--- config.mk ---
export PLATFORM = sky130hd
export DESIGN_NAME = bakery_ticket_lock_arbiter
export DESIGN_NICKNAME = d
export VERILOG_FILES = /design/src/rtl/core/bkl_pkg.sv /design/src/rtl/core/bkl_cell.sv /design/src/rtl/core/bakery_ticket_lock_arbiter.sv
export SDC_FILE = /design/constraint.sdc
export NUM_CORES = 2
export LEC_CHECK = 0
export BUFFER_PORTS_ARGS = -buffer_cell sky130_fd_sc_hd__clkbuf_2
export CORE_MARGIN = 10
export CORE_UTILIZATION = 61
export DETAILED_ROUTE_END_ITERATION = 12
export PLACE_DENSITY = 0.86
export SLEW_MARGIN = 10
export SYNTH_ARGS = -nofsm -noshare
export SYNTH_HDL_FRONTEND = slang
export SYNTH_HIERARCHICAL = 1
export SYNTH_SLANG_ARGS = --single-unit
--- constraint.sdc ---
create_clock -name aclk -period 4.7 [get_ports aclk]
set_input_delay 0.235 -clock aclk [delete_from_list [all_inputs] [get_ports aclk]]
set_output_delay 0.235 -clock aclk [all_outputs]
set_load 0.02 [all_outputs]
--- src/rtl/core/bkl_pkg.sv ---
package bkl_pkg;

    localparam int THREAD_COUNT_DEF = 16;
    localparam int TICKET_BITS_DEF  = 16;
    localparam int THREAD_ID_BITS   = 4;
    localparam int TICKET_OUT_BITS  = 16;

    localparam logic OP_ACQUIRE = 1'b0;
    localparam logic OP_RELEASE = 1'b1;

    localparam logic [1:0] STATUS_OK        = 2'd0;
    localparam logic [1:0] STATUS_NO_TICKET = 2'd1;
    localparam logic [1:0] STATUS_OVERFLOW  = 2'd2;

    // scan token handed from cell to cell
    typedef struct packed {
        logic [THREAD_ID_BITS-1:0]             thread_id;
        logic [TICKET_BITS_DEF-1:0]            top;
        logic [TICKET_BITS_DEF-1:0]            own;
        logic [TICKET_BITS_DEF-1:0]            min_ticket;
        logic                                  min_found;
        logic [$clog2(THREAD_COUNT_DEF)-1:0]   min_thread;
    } wave_def_t;

    // ticket write command broadcast to the cells
    typedef struct packed {
        logic                       en;
        logic [THREAD_ID_BITS-1:0]  thread_id;
        logic [TICKET_BITS_DEF-1:0] value;
    } wr_def_t;

endpackage

--- src/rtl/core/bkl_cell.sv ---
module bkl_cell import bkl_pkg::*; #(
    parameter int  TICKET_BITS = TICKET_BITS_DEF,
    parameter int  INDEX_BITS  = $clog2(THREAD_COUNT_DEF),
    parameter int  CELL_INDEX  = 0,
    parameter type wave_t      = wave_def_t,
    parameter type wr_t        = wr_def_t
) (
    input  logic  aclk,
    input  logic  aresetn,
    input  logic  wave_valid_in,
    input  wave_t wave_in,
    output logic  wave_valid_out,
    output wave_t wave_out,
    input  wr_t   wr
);

    localparam int CMP_BITS = INDEX_BITS + THREAD_ID_BITS;
    localparam logic [CMP_BITS-1:0] MY_INDEX = CMP_BITS'(CELL_INDEX);

    logic [TICKET_BITS-1:0] ticket_reg;
    logic                   valid_reg;
    wave_t                  wave_reg;
    wave_t                  wave_next;
    logic                   scan_hit;
    logic                   wr_hit;

    assign scan_hit = ({{INDEX_BITS{1'b0}}, wave_in.thread_id} == MY_INDEX);
    assign wr_hit   = ({{INDEX_BITS{1'b0}}, wr.thread_id} == MY_INDEX);

    always_comb begin
        wave_next = wave_in;
        if (ticket_reg > wave_in.top) begin
            wave_next.top = ticket_reg;
        end
        if (scan_hit) begin
            wave_next.own = ticket_reg;
        end else if (ticket_reg != '0 &&
                     (!wave_in.min_found || ticket_reg < wave_in.min_ticket)) begin
            wave_next.min_ticket = ticket_reg;
            wave_next.min_found  = 1'b1;
            wave_next.min_thread = INDEX_BITS'(CELL_INDEX);
        end
    end

    always_ff @(posedge aclk) begin
        if (!aresetn) begin
            ticket_reg <= '0;
            valid_reg  <= 1'b0;
        end else begin
            valid_reg <= wave_valid_in;
            if (wr.en && wr_hit) begin
                ticket_reg <= wr.value;
            end
        end
    end

    always_ff @(posedge aclk) begin
        wave_reg <= wave_next;
    end

    assign wave_valid_out = valid_reg;
    assign wave_out       = wave_reg;

endmodule

--- src/rtl/core/bakery_ticket_lock_arbiter.sv ---
// Bakery ticket lock arbiter. Each thread owns one ticket cell in a chain of
// THREAD_COUNT cells; zero means no ticket, and reset clears every cell. An
// acquire gives the thread the largest ticket in the table plus one (status 2
// and no ticket when that would overflow TICKET_BITS; no ticket for a thread
// index out of range), a release clears the thread's ticket (status 1 when it
// held none). Every result also reports the grant: the smallest nonzero
// ticket, ties to the lower thread index, after the update. A transaction
// launches a scan token that walks the chain one cell per cycle; the result
// is registered from the token's final value once the output can take it,
// and the next item is taken only after the result is registered.
module bakery_ticket_lock_arbiter import bkl_pkg::*; #(
    parameter int THREAD_COUNT = THREAD_COUNT_DEF,
    parameter int TICKET_BITS  = TICKET_BITS_DEF
) (
    input  logic                       aclk,
    input  logic                       aresetn,
    input  logic                       s_valid,
    output logic                       s_ready,
    input  logic                       s_opcode,
    input  logic [THREAD_ID_BITS-1:0]  s_thread_id,
    output logic                       m_valid,
    input  logic                       m_ready,
    output logic [1:0]                 m_status,
    output logic [TICKET_OUT_BITS-1:0] m_ticket_given,
    output logic                       m_grant_valid,
    output logic [THREAD_ID_BITS-1:0]  m_grant_thread
);

    localparam int IB = $clog2(THREAD_COUNT);
    localparam int CB = IB + THREAD_ID_BITS;

    typedef struct packed {
        logic [THREAD_ID_BITS-1:0] thread_id;
        logic [TICKET_BITS-1:0]    top;
        logic [TICKET_BITS-1:0]    own;
        logic [TICKET_BITS-1:0]    min_ticket;
        logic                      min_found;
        logic [IB-1:0]             min_thread;
    } wave_t;

    typedef struct packed {
        logic                      en;
        logic [THREAD_ID_BITS-1:0] thread_id;
        logic [TICKET_BITS-1:0]    value;
    } wr_t;

    typedef enum logic [1:0] {
        ST_IDLE,
        ST_SCAN,
        ST_COMMIT
    } state_t;

    state_t state_reg;
    logic   op_reg;
    logic   in_range_reg;
    wave_t  final_reg;

    logic                       m_valid_reg;
    logic [1:0]                 status_reg;
    logic [TICKET_OUT_BITS-1:0] given_reg;
    logic                       grant_valid_reg;
    logic [THREAD_ID_BITS-1:0]  grant_thread_reg;

    logic  chain_valid [THREAD_COUNT+1];
    wave_t chain_wave  [THREAD_COUNT+1];
    wr_t   wr;

    logic                                    launch;
    logic                                    commit_fire;
    logic                                    commit_write;
    logic [TICKET_BITS-1:0]                  commit_value;
    logic [1:0]                              commit_status;
    logic [TICKET_BITS-1:0]                  commit_given;
    logic [TICKET_BITS-1:0]                  held;
    logic                                    own_live;
    logic                                    take_own;
    logic                                    commit_gvalid;
    logic [THREAD_ID_BITS-1:0]               commit_gthread;
    logic [TICKET_BITS+TICKET_OUT_BITS-1:0]  given_ext;
    logic [IB+THREAD_ID_BITS-1:0]            min_ext;

    assign s_ready = (state_reg == ST_IDLE);
    assign launch  = s_valid && s_ready;

    assign chain_valid[0]          = launch;
    assign chain_wave[0].thread_id = s_thread_id;
    assign chain_wave[0].top        = '0;
    assign chain_wave[0].own        = '0;
    assign chain_wave[0].min_ticket = '0;
    assign chain_wave[0].min_found  = 1'b0;
    assign chain_wave[0].min_thread = '0;

    for (genvar g = 0; g < THREAD_COUNT; g++) begin : g_cell
        bkl_cell #(
            .TICKET_BITS (TICKET_BITS),
            .INDEX_BITS  (IB),
            .CELL_INDEX  (g),
            .wave_t      (wave_t),
            .wr_t        (wr_t)
        ) u_cell (
            .aclk           (aclk),
            .aresetn        (aresetn),
            .wave_valid_in  (chain_valid[g]),
            .wave_in        (chain_wave[g]),
            .wave_valid_out (chain_valid[g+1]),
            .wave_out       (chain_wave[g+1]),
            .wr             (wr)
        );
    end

    assign commit_fire = (state_reg == ST_COMMIT) && (!m_valid_reg || m_ready);

    always_comb begin
        commit_write  = 1'b0;
        commit_value  = '0;
        commit_status = STATUS_OK;
        commit_given  = '0;
        case (op_reg)
            OP_ACQUIRE: begin
                if (in_range_reg) begin
                    if (&final_reg.top) begin
                        commit_status = STATUS_OVERFLOW;
                    end else begin
                        commit_write = 1'b1;
                        commit_value = final_reg.top + TICKET_BITS'(1);
                        commit_given = commit_value;
                    end
                end
            end
            OP_RELEASE: begin
                if (in_range_reg && final_reg.own != '0) begin
                    commit_write = 1'b1;
                end else begin
                    commit_status = STATUS_NO_TICKET;
                end
            end
            default: begin
                commit_status = STATUS_OK;
            end
        endcase
    end

    assign held     = commit_write ? commit_value : final_reg.own;
    assign own_live = in_range_reg && (held != '0);
    assign take_own = own_live &&
                      (!final_reg.min_found || held < final_reg.min_ticket ||
                       (held == final_reg.min_ticket &&
                        {{IB{1'b0}}, final_reg.thread_id} <
                        {{THREAD_ID_BITS{1'b0}}, final_reg.min_thread}));
    assign min_ext  = {{THREAD_ID_BITS{1'b0}}, final_reg.min_thread};

    always_comb begin
        if (take_own) begin
            commit_gvalid  = 1'b1;
            commit_gthread = final_reg.thread_id;
        end else if (final_reg.min_found) begin
            commit_gvalid  = 1'b1;
            commit_gthread = min_ext[THREAD_ID_BITS-1:0];
        end else begin
            commit_gvalid  = 1'b0;
            commit_gthread = '0;
        end
    end

    assign given_ext = {{TICKET_OUT_BITS{1'b0}}, commit_given};

    assign wr.en        = commit_fire && commit_write;
    assign wr.thread_id = final_reg.thread_id;
    assign wr.value     = commit_value;

    always_ff @(posedge aclk) begin
        if (!aresetn) begin
            state_reg   <= ST_IDLE;
            m_valid_reg <= 1'b0;
        end else begin
            if (m_ready && !commit_fire) begin
                m_valid_reg <= 1'b0;
            end
            case (state_reg)
                ST_IDLE: begin
                    if (s_valid) begin
                        op_reg       <= s_opcode;
                        in_range_reg <= ({{IB{1'b0}}, s_thread_id} < CB'(THREAD_COUNT));
                        state_reg    <= ST_SCAN;
                    end
                end
                ST_SCAN: begin
                    if (chain_valid[THREAD_COUNT]) begin
                        final_reg <= chain_wave[THREAD_COUNT];
                        state_reg <= ST_COMMIT;
                    end
                end
                ST_COMMIT: begin
                    if (commit_fire) begin
                        m_valid_reg      <= 1'b1;
                        status_reg       <= commit_status;
                        given_reg        <= given_ext[TICKET_OUT_BITS-1:0];
                        grant_valid_reg  <= commit_gvalid;
                        grant_thread_reg <= commit_gthread;
                        state_reg        <= ST_IDLE;
                    end
                end
                default: begin
                    state_reg <= ST_IDLE;
                end
            endcase
        end
    end

    assign m_valid        = m_valid_reg;
    assign m_status       = status_reg;
    assign m_ticket_given = given_reg;
    assign m_grant_valid  = grant_valid_reg;
    assign m_grant_thread = grant_thread_reg;

endmodule

# Word-level counts from Yosys, hierarchy flattened

Index checks and enable logic that the tools add are counted.

$add $sub $neg: 1
Multiply operators: 0
Div/mod/pow operators: 0
Magnitude comparators: 33
Equality and inequality tests: 36
Shifts and indexed selects: 0
Mux-type cells: 80
Bitwise operators: 2
Reductions and logical operators: 100

Operators by type and width:

| operator              | number |
|---|---|
| $mux 21               | 30 |
| $mux 16               | 33 |
| $reduce_bool 16->1    | 18 |
| $lt 16x16->1          | 16 |
| $gt 16x16->1          | 15 |
| $eq 4x4->1 const B    | 16 |
| $logic_and 1x1->1     | 37 |
| $eq 4x3->1 const B    | 8 |
| $logic_not 1->1       | 18 |
| $logic_or 1x1->1      | 18 |
| $add 16x1->16 const B | 1 |
| $eq 16x16->1          | 1 |
| $eq 4x2->1 const B    | 4 |
| $gt 16x1->1 const B   | 1 |
| $reduce_and 16->1     | 1 |
| $reduce_and 3->1      | 4 |
| $eq 4x1->1 const B    | 2 |
| $logic_not 4->1       | 2 |
| $mux 2                | 4 |
| $mux 4                | 2 |
| $mux 1                | 7 |
| $pmux 2 s3            | 1 |
| $mux 5                | 1 |
| $lt 4x4->1            | 1 |
| other kinds (9)       | 11 |

Register bits: 1,268
Latch bits: 0
Bits in writable memories: 0
Bits in read-only memories: 0
Input bits: 9
Output and inout bits: 25
Word-level logic and storage cells: 393
Memories: 0

# Logic depth before layout (Yosys ltp)

Depth in word-level cells: 9
Gate-level depth with buffers: 17
Depth with buffers taken out: 15

# Hierarchy

Netlist, hierarchy kept.

By module, submodules not included:

| module                            | instances | cells each | area an instance (µm²) | sequential area each (µm²) |
|---|---|---|---|---|
| bkl_cell at g_cell[10].u_cell ... | 3         | 287        | 3,238.1                | 1,481.4 |
| bkl_cell at g_cell[1].u_cell ...  | 2         | 287        | 3,245.6                | 1,481.4 |
| bkl_cell at g_cell[4].u_cell ...  | 2         | 305        | 3,230.6                | 1,481.4 |
| bkl_cell at g_cell[11].u_cell ... | 2         | 286        | 3,226.8                | 1,481.4 |
| bkl_cell at g_cell[13].u_cell ... | 2         | 286        | 3,224.3                | 1,481.4 |
| bakery_ticket_lock_arbiter        | 1         | 306        | 3,970.1                | 2,492.4 |
| bkl_cell at g_cell[9].u_cell      | 1         | 288        | 3,333.2                | 1,481.4 |
| bkl_cell at g_cell[3].u_cell      | 1         | 287        | 3,235.6                | 1,481.4 |
| bkl_cell at g_cell[12].u_cell     | 1         | 306        | 3,230.6                | 1,481.4 |
| bkl_cell at g_cell[0].u_cell      | 1         | 304        | 3,228.1                | 1,481.4 |
| bkl_cell at g_cell[15].u_cell     | 1         | 285        | 3,223.1                | 1,481.4 |

# Worst setup path after synthesis

No wires, ideal clock.

Kind: register to register
Start: reg final_reg[37] in the netlist's numbering
End: reg g_cell[13].u_cell.ticket_reg[9]
Library setup time: 0.118 ns
Arrival: 3.722 ns
Data required time: 4.582 ns
Path slack: 0.860 ns
Cell stages (with the launch flop): 13
Buffers on the path: 2
Cell sequence: edfxtp_1 > ha_1 > nand3_2 > or2_1 > nor4_2 > or2_2 > buf_2 > nor3b_1 > nand4_1 > nor2_1 > buf_2 > mux2i_1 > nor2b_1

RTL lines:

| what                     | RTL line                          | text |
|---|---|---|
| start: declaration       | bakery_ticket_lock_arbiter.sv:56  | `wave_t final_reg;` |
| start signal: assignment | bakery_ticket_lock_arbiter.sv:189 | `final_reg <= chain_wave[THREAD_COUNT];` |
| end signal: assignment   | bkl_cell.sv:52                    | `ticket_reg <= wr.value;` |
| end: declaration         | bkl_cell.sv:20                    | `logic [TICKET_BITS-1:0] ticket_reg;` |

# Worst setup path in the final report

Start: reg final_reg[41] in the netlist's numbering
End: reg grant_thread_reg[1] (netlist: m_grant_thread[1]) (data pin)

Cells in the longest elaborated chain, start to end: 9
Elaborated cells on any way between the ends: 15
Classes of those cells: 1 x add/sub; 1 x order compare; 1 x eq/ne; 6 x mux; 6 x reduce/logical

Ends and longest elaborated chain:

| what                                                         | RTL line                                                             | text |
|---|---|---|
| $add 16x1->16 / $reduce_and 16->1 (equally long branches)    | bakery_ticket_lock_arbiter.sv:125, bakery_ticket_lock_arbiter.sv:121 |  |
| $mux 16 * (2 in series)                                      | --                                                                   |  |
| via commit_given[14]                                         | bakery_ticket_lock_arbiter.sv:73                                     | `logic [TICKET_BITS-1:0] commit_given;` |
| $mux 16 *                                                    | bakery_ticket_lock_arbiter.sv:143                                    | `assign held = commit_write ? commit_value : final_reg.own;` |
| $lt 16x16->1 / $eq 16x16->1 (equally long branches)          | bakery_ticket_lock_arbiter.sv:146, bakery_ticket_lock_arbiter.sv:147 |  |
| $logic_or 1x1->1 / $logic_and 1x1->1 (equally long branches) | bakery_ticket_lock_arbiter.sv:146, bakery_ticket_lock_arbiter.sv:147 |  |
| $logic_or 1x1->1                                             | bakery_ticket_lock_arbiter.sv:146                                    | `(!final_reg.min_found \|\| held < final_reg.min_ticket \|\|` |
| $logic_and 1x1->1 *                                          | bakery_ticket_lock_arbiter.sv:145                                    | `assign take_own = own_live &&` |
| $mux 4 *                                                     | bakery_ticket_lock_arbiter.sv:153                                    | `if (take_own) begin` |
| via commit_gthread[1]                                        | bakery_ticket_lock_arbiter.sv:78                                     | `logic [THREAD_ID_BITS-1:0] commit_gthread;` |
| end signal: assignment                                       | bakery_ticket_lock_arbiter.sv:199                                    | `grant_thread_reg <= commit_gthread;` |
| end: declaration                                             | bakery_ticket_lock_arbiter.sv:62                                     | `logic [THREAD_ID_BITS-1:0] grant_thread_reg;` |

The timed path passes the listed nets; every way through them passes the cells marked *.
A chain may end at the register's enable or synchronous reset.

==> impl_metrics.toml <==
[timing]
rsz0062_at_grt = "no"
setup_viol = 0
worst_pin_slew_ns = 1.310
fmax_ghz = 0.2385
slew_headroom_pct = 12.69
setup_tns_ns = 0
period_share_pct = 89.19
period_minus_slack_ns = 4.192
slew_violations = 0
fin_skew_ns = 0.03242
hold_violations = 0

[global_route]
grtUsageTotal_pct = 26.29
grt_first_pass_wirelength_um = 215200
grt_pass1_vias = 38520
grt-ovfl-total = 0
antenna_found_initial = 3
grt_max_degree = 101

[setup_path]
cp.required_ns = 5.23
arrival_ns = 4.73
crit_start = "final_reg[41]"
cp-start-kind = "register"
endpoint_kind = "register"
r2r-start = "final_reg[41]"
crit_type = "reg -> reg"
cp_max_fo = 11

[placement]
place.gp.congestion = 0.9062
port_buffers = 33
hpwl_um = 95940
placed_cell_area_um2 = 57600

[detailed_routing]
route.detailed.drc = 0
drt_iter0_markers = 3227
vias = 37540
first_pass_iters = 6
wl_um = 140400
viasPerCell = 5.849
wl_per_cell_um = 21.87
antenna_left = 0

[clock_tree]
clk_path_buf_depth = 3
ctsResizeCount = 0
numCtsBuffers = 118
clock_latency_ns = 0.71
postCtsSetupBuffers = 0
cts_tree = "done"
path_clk_slew_ns = 0.07
htree_levels = 3
cts_root_buf = "clkbuf_16"
hold_buffers = 7
cts.sinks = 1268

[flow_run]
drv_cap = 0

[final_layout]
area_growth_pct = 10.83
fin_area_um2 = 61830
diodes = 0
final_nets = 5665
drive_above_1_share_pct = 21.50
largest_reg_flops = 912

[yosys]
yosys.area_share.xor_xnor_pct = 0.2041
synth.distinct_cells = 73
synth_seq_cells = 1268
synth_top_family_by_area = "multiplexers"
synthAdderAreaFrac_pct = 11.57
synthFlopType = "dfxtp_1"
synth.cells.most_frequent = "dfxtp_1, mux2_2, inv_1, ha_1, nand2_1"
postSynthAreaPerCell_um2 = 11.24
synth_edf_count = 81
synth-simple-area-share_pct = 10.58
synthMuxAreaShare_pct = 20.14
synth_warnings = 6
netlist_top_cells_area = "dfxtp_1, mux2_2, ha_1, mux2_4, edfxtp_1"
yosys.area.top_type = "dfxtp_1"
synth_area_um2 = 55790
synth_cells = 4965
synth_compound_area_share_pct = 5.737
synth_seq_area_share_pct = 46.95
synth.most_common_cell = "dfxtp_1"
ys_async_sr_fraction_pct = 0
synth_top_area_share_pct = 42.59

[floorplan]
placementRows = 110
dieArea_um2 = 104000
die_height_um = 322.4
initial_core_util_pct = 61.70
coreArea_um2 = 90420
boundaryPins = 34
die_w_um = 322.4

[worst_hold_path]
hp-class = "in -> reg"
min_from = "aresetn"

[power_and_ir_drop]
swShare_pct = 22.12
powerDensity_nw_per_um2 = 368.0
power.leakage_nw = 27.98
p_switching_mw = 5.033
power.share.clock_pct = 44.1
cellInternalPower_mw = 17.72
p_comb_share_pct = 4.8
p_seq_share_pct = 51.1
peakVddDrop_mv = 0.3437

[outcome]
outcome = "finished, final reports clean"
==> through the flow <==
step	total power [mW]	setup slack [ns]	util (%)	std cells	hold WS, ns
after floorplan	12.50	0.8600	-	5050	0.2627
after global placement	12.86	0.7946	63.70	6189	0.3381
after detailed placement	12.91	0.6972	63.70	6189	0.3321
after CTS	22.80	0.5997	68.37	6419	0.09102
after global routing	23.37	0.2260	68.38	6419	0.1207
final	22.75	0.5080	68.38	6419	0.1093
==> cell type report <==
cell class / count / area, um2
Tap cell: 1176 / 1471
Clock buffer: 159 / 3402
Sequential cell: 1268 / 26200
Multi-Input combinational cell: 3128 / 27410
Timing Repair Buffer: 86 / 586.8
Fill cell: 6077 / 28590
Clock inverter: 64 / 750.7
Inverter: 538 / 2019
==> cells by family after synthesis <==
family | count (synthesis)
AOI/OAI and AO/OA | 474
muxes | 961
and+or+nand+nor | 1078
other | 1
buffers and inverters | 654
DFF | 1268
adders and majority gates | 516
xor gates and xnor gates | 13
==> power by group through the flow <==
stage	clock, mW	sequential (mW)	combinational [mW]
final	10.0	11.6	1.09
after global routing	10.5	11.7	1.18
after CTS	10.1	11.6	1.07
after detailed placement	0	11.9	1.04
after global placement	0	11.9	1.00
after floorplan	0	11.7	0.781
==> metal layers <==
metal	track usage (%)	part of all wire, %
met1	32.13	41
met2	45.58	49
met3	3.819	6.0
met4	11.75	4.8
met5	0	0
==> critical path, cell delays in order (launching register included) <==
cell and delay (ns):
edfxtp_1 0.45, nand4_1 0.47, nor4_1 0.45, mux2_2 0.39, a21o_2 0.19, ha_1 0.30, nand4_1 0.18, nor3_1 0.31
nand4_1 0.17, o311ai_0 0.36, o311ai_0 0.29, o21ai_4 0.19, mux2i_1 0.25
==> cells in the final DEF, fill, tap and decap left out, types with 21 or more instances in the layout <==
| cell | netlist | final |
|---|---|---|
| a21boi_0 | 66 | 66 |
| a21o_1 | 68 | 68 |
| a21oi_1 | 160 | 159 |
| and2_1 | 50 | 50 |
| buf_4 | 1 | 46 |
| clkbuf_16 | 0 | 122 |
| clkbuf_2 | 1 | 32 |
| clkbuf_8 | 0 | 21 |
| clkinv_2 | 0 | 22 |
| conb_1 | 1 | 86 |
| dfxtp_1 | 1187 | 1187 |
| edfxtp_1 | 81 | 81 |
| ha_1 | 516 | 516 |
| inv_1 | 538 | 538 |
| mux2_2 | 588 | 588 |
| mux2_4 | 176 | 176 |
| mux2i_1 | 197 | 197 |
| nand2_1 | 275 | 275 |
| nand2b_1 | 50 | 50 |
| nand3_1 | 57 | 57 |
| nand4_1 | 96 | 96 |
| nor2_1 | 87 | 71 |
| nor2b_1 | 231 | 228 |
| nor3_1 | 62 | 62 |
| nor4_1 | 69 | 69 |
| o21ai_0 | 73 | 73 |
==> worst paths after layout <==
kind,end,slack [ns],cells after the start
setup / recovery,m_grant_thread[1],0.51,12
hold / removal,m_valid,0.11,2
setup reg to reg,m_grant_thread[1],0.51,12
hold reg to reg,g_cell[2].u_cell/wave_out[54],0.35,0
No activity file was read; power rests on OpenSTA's default activity.
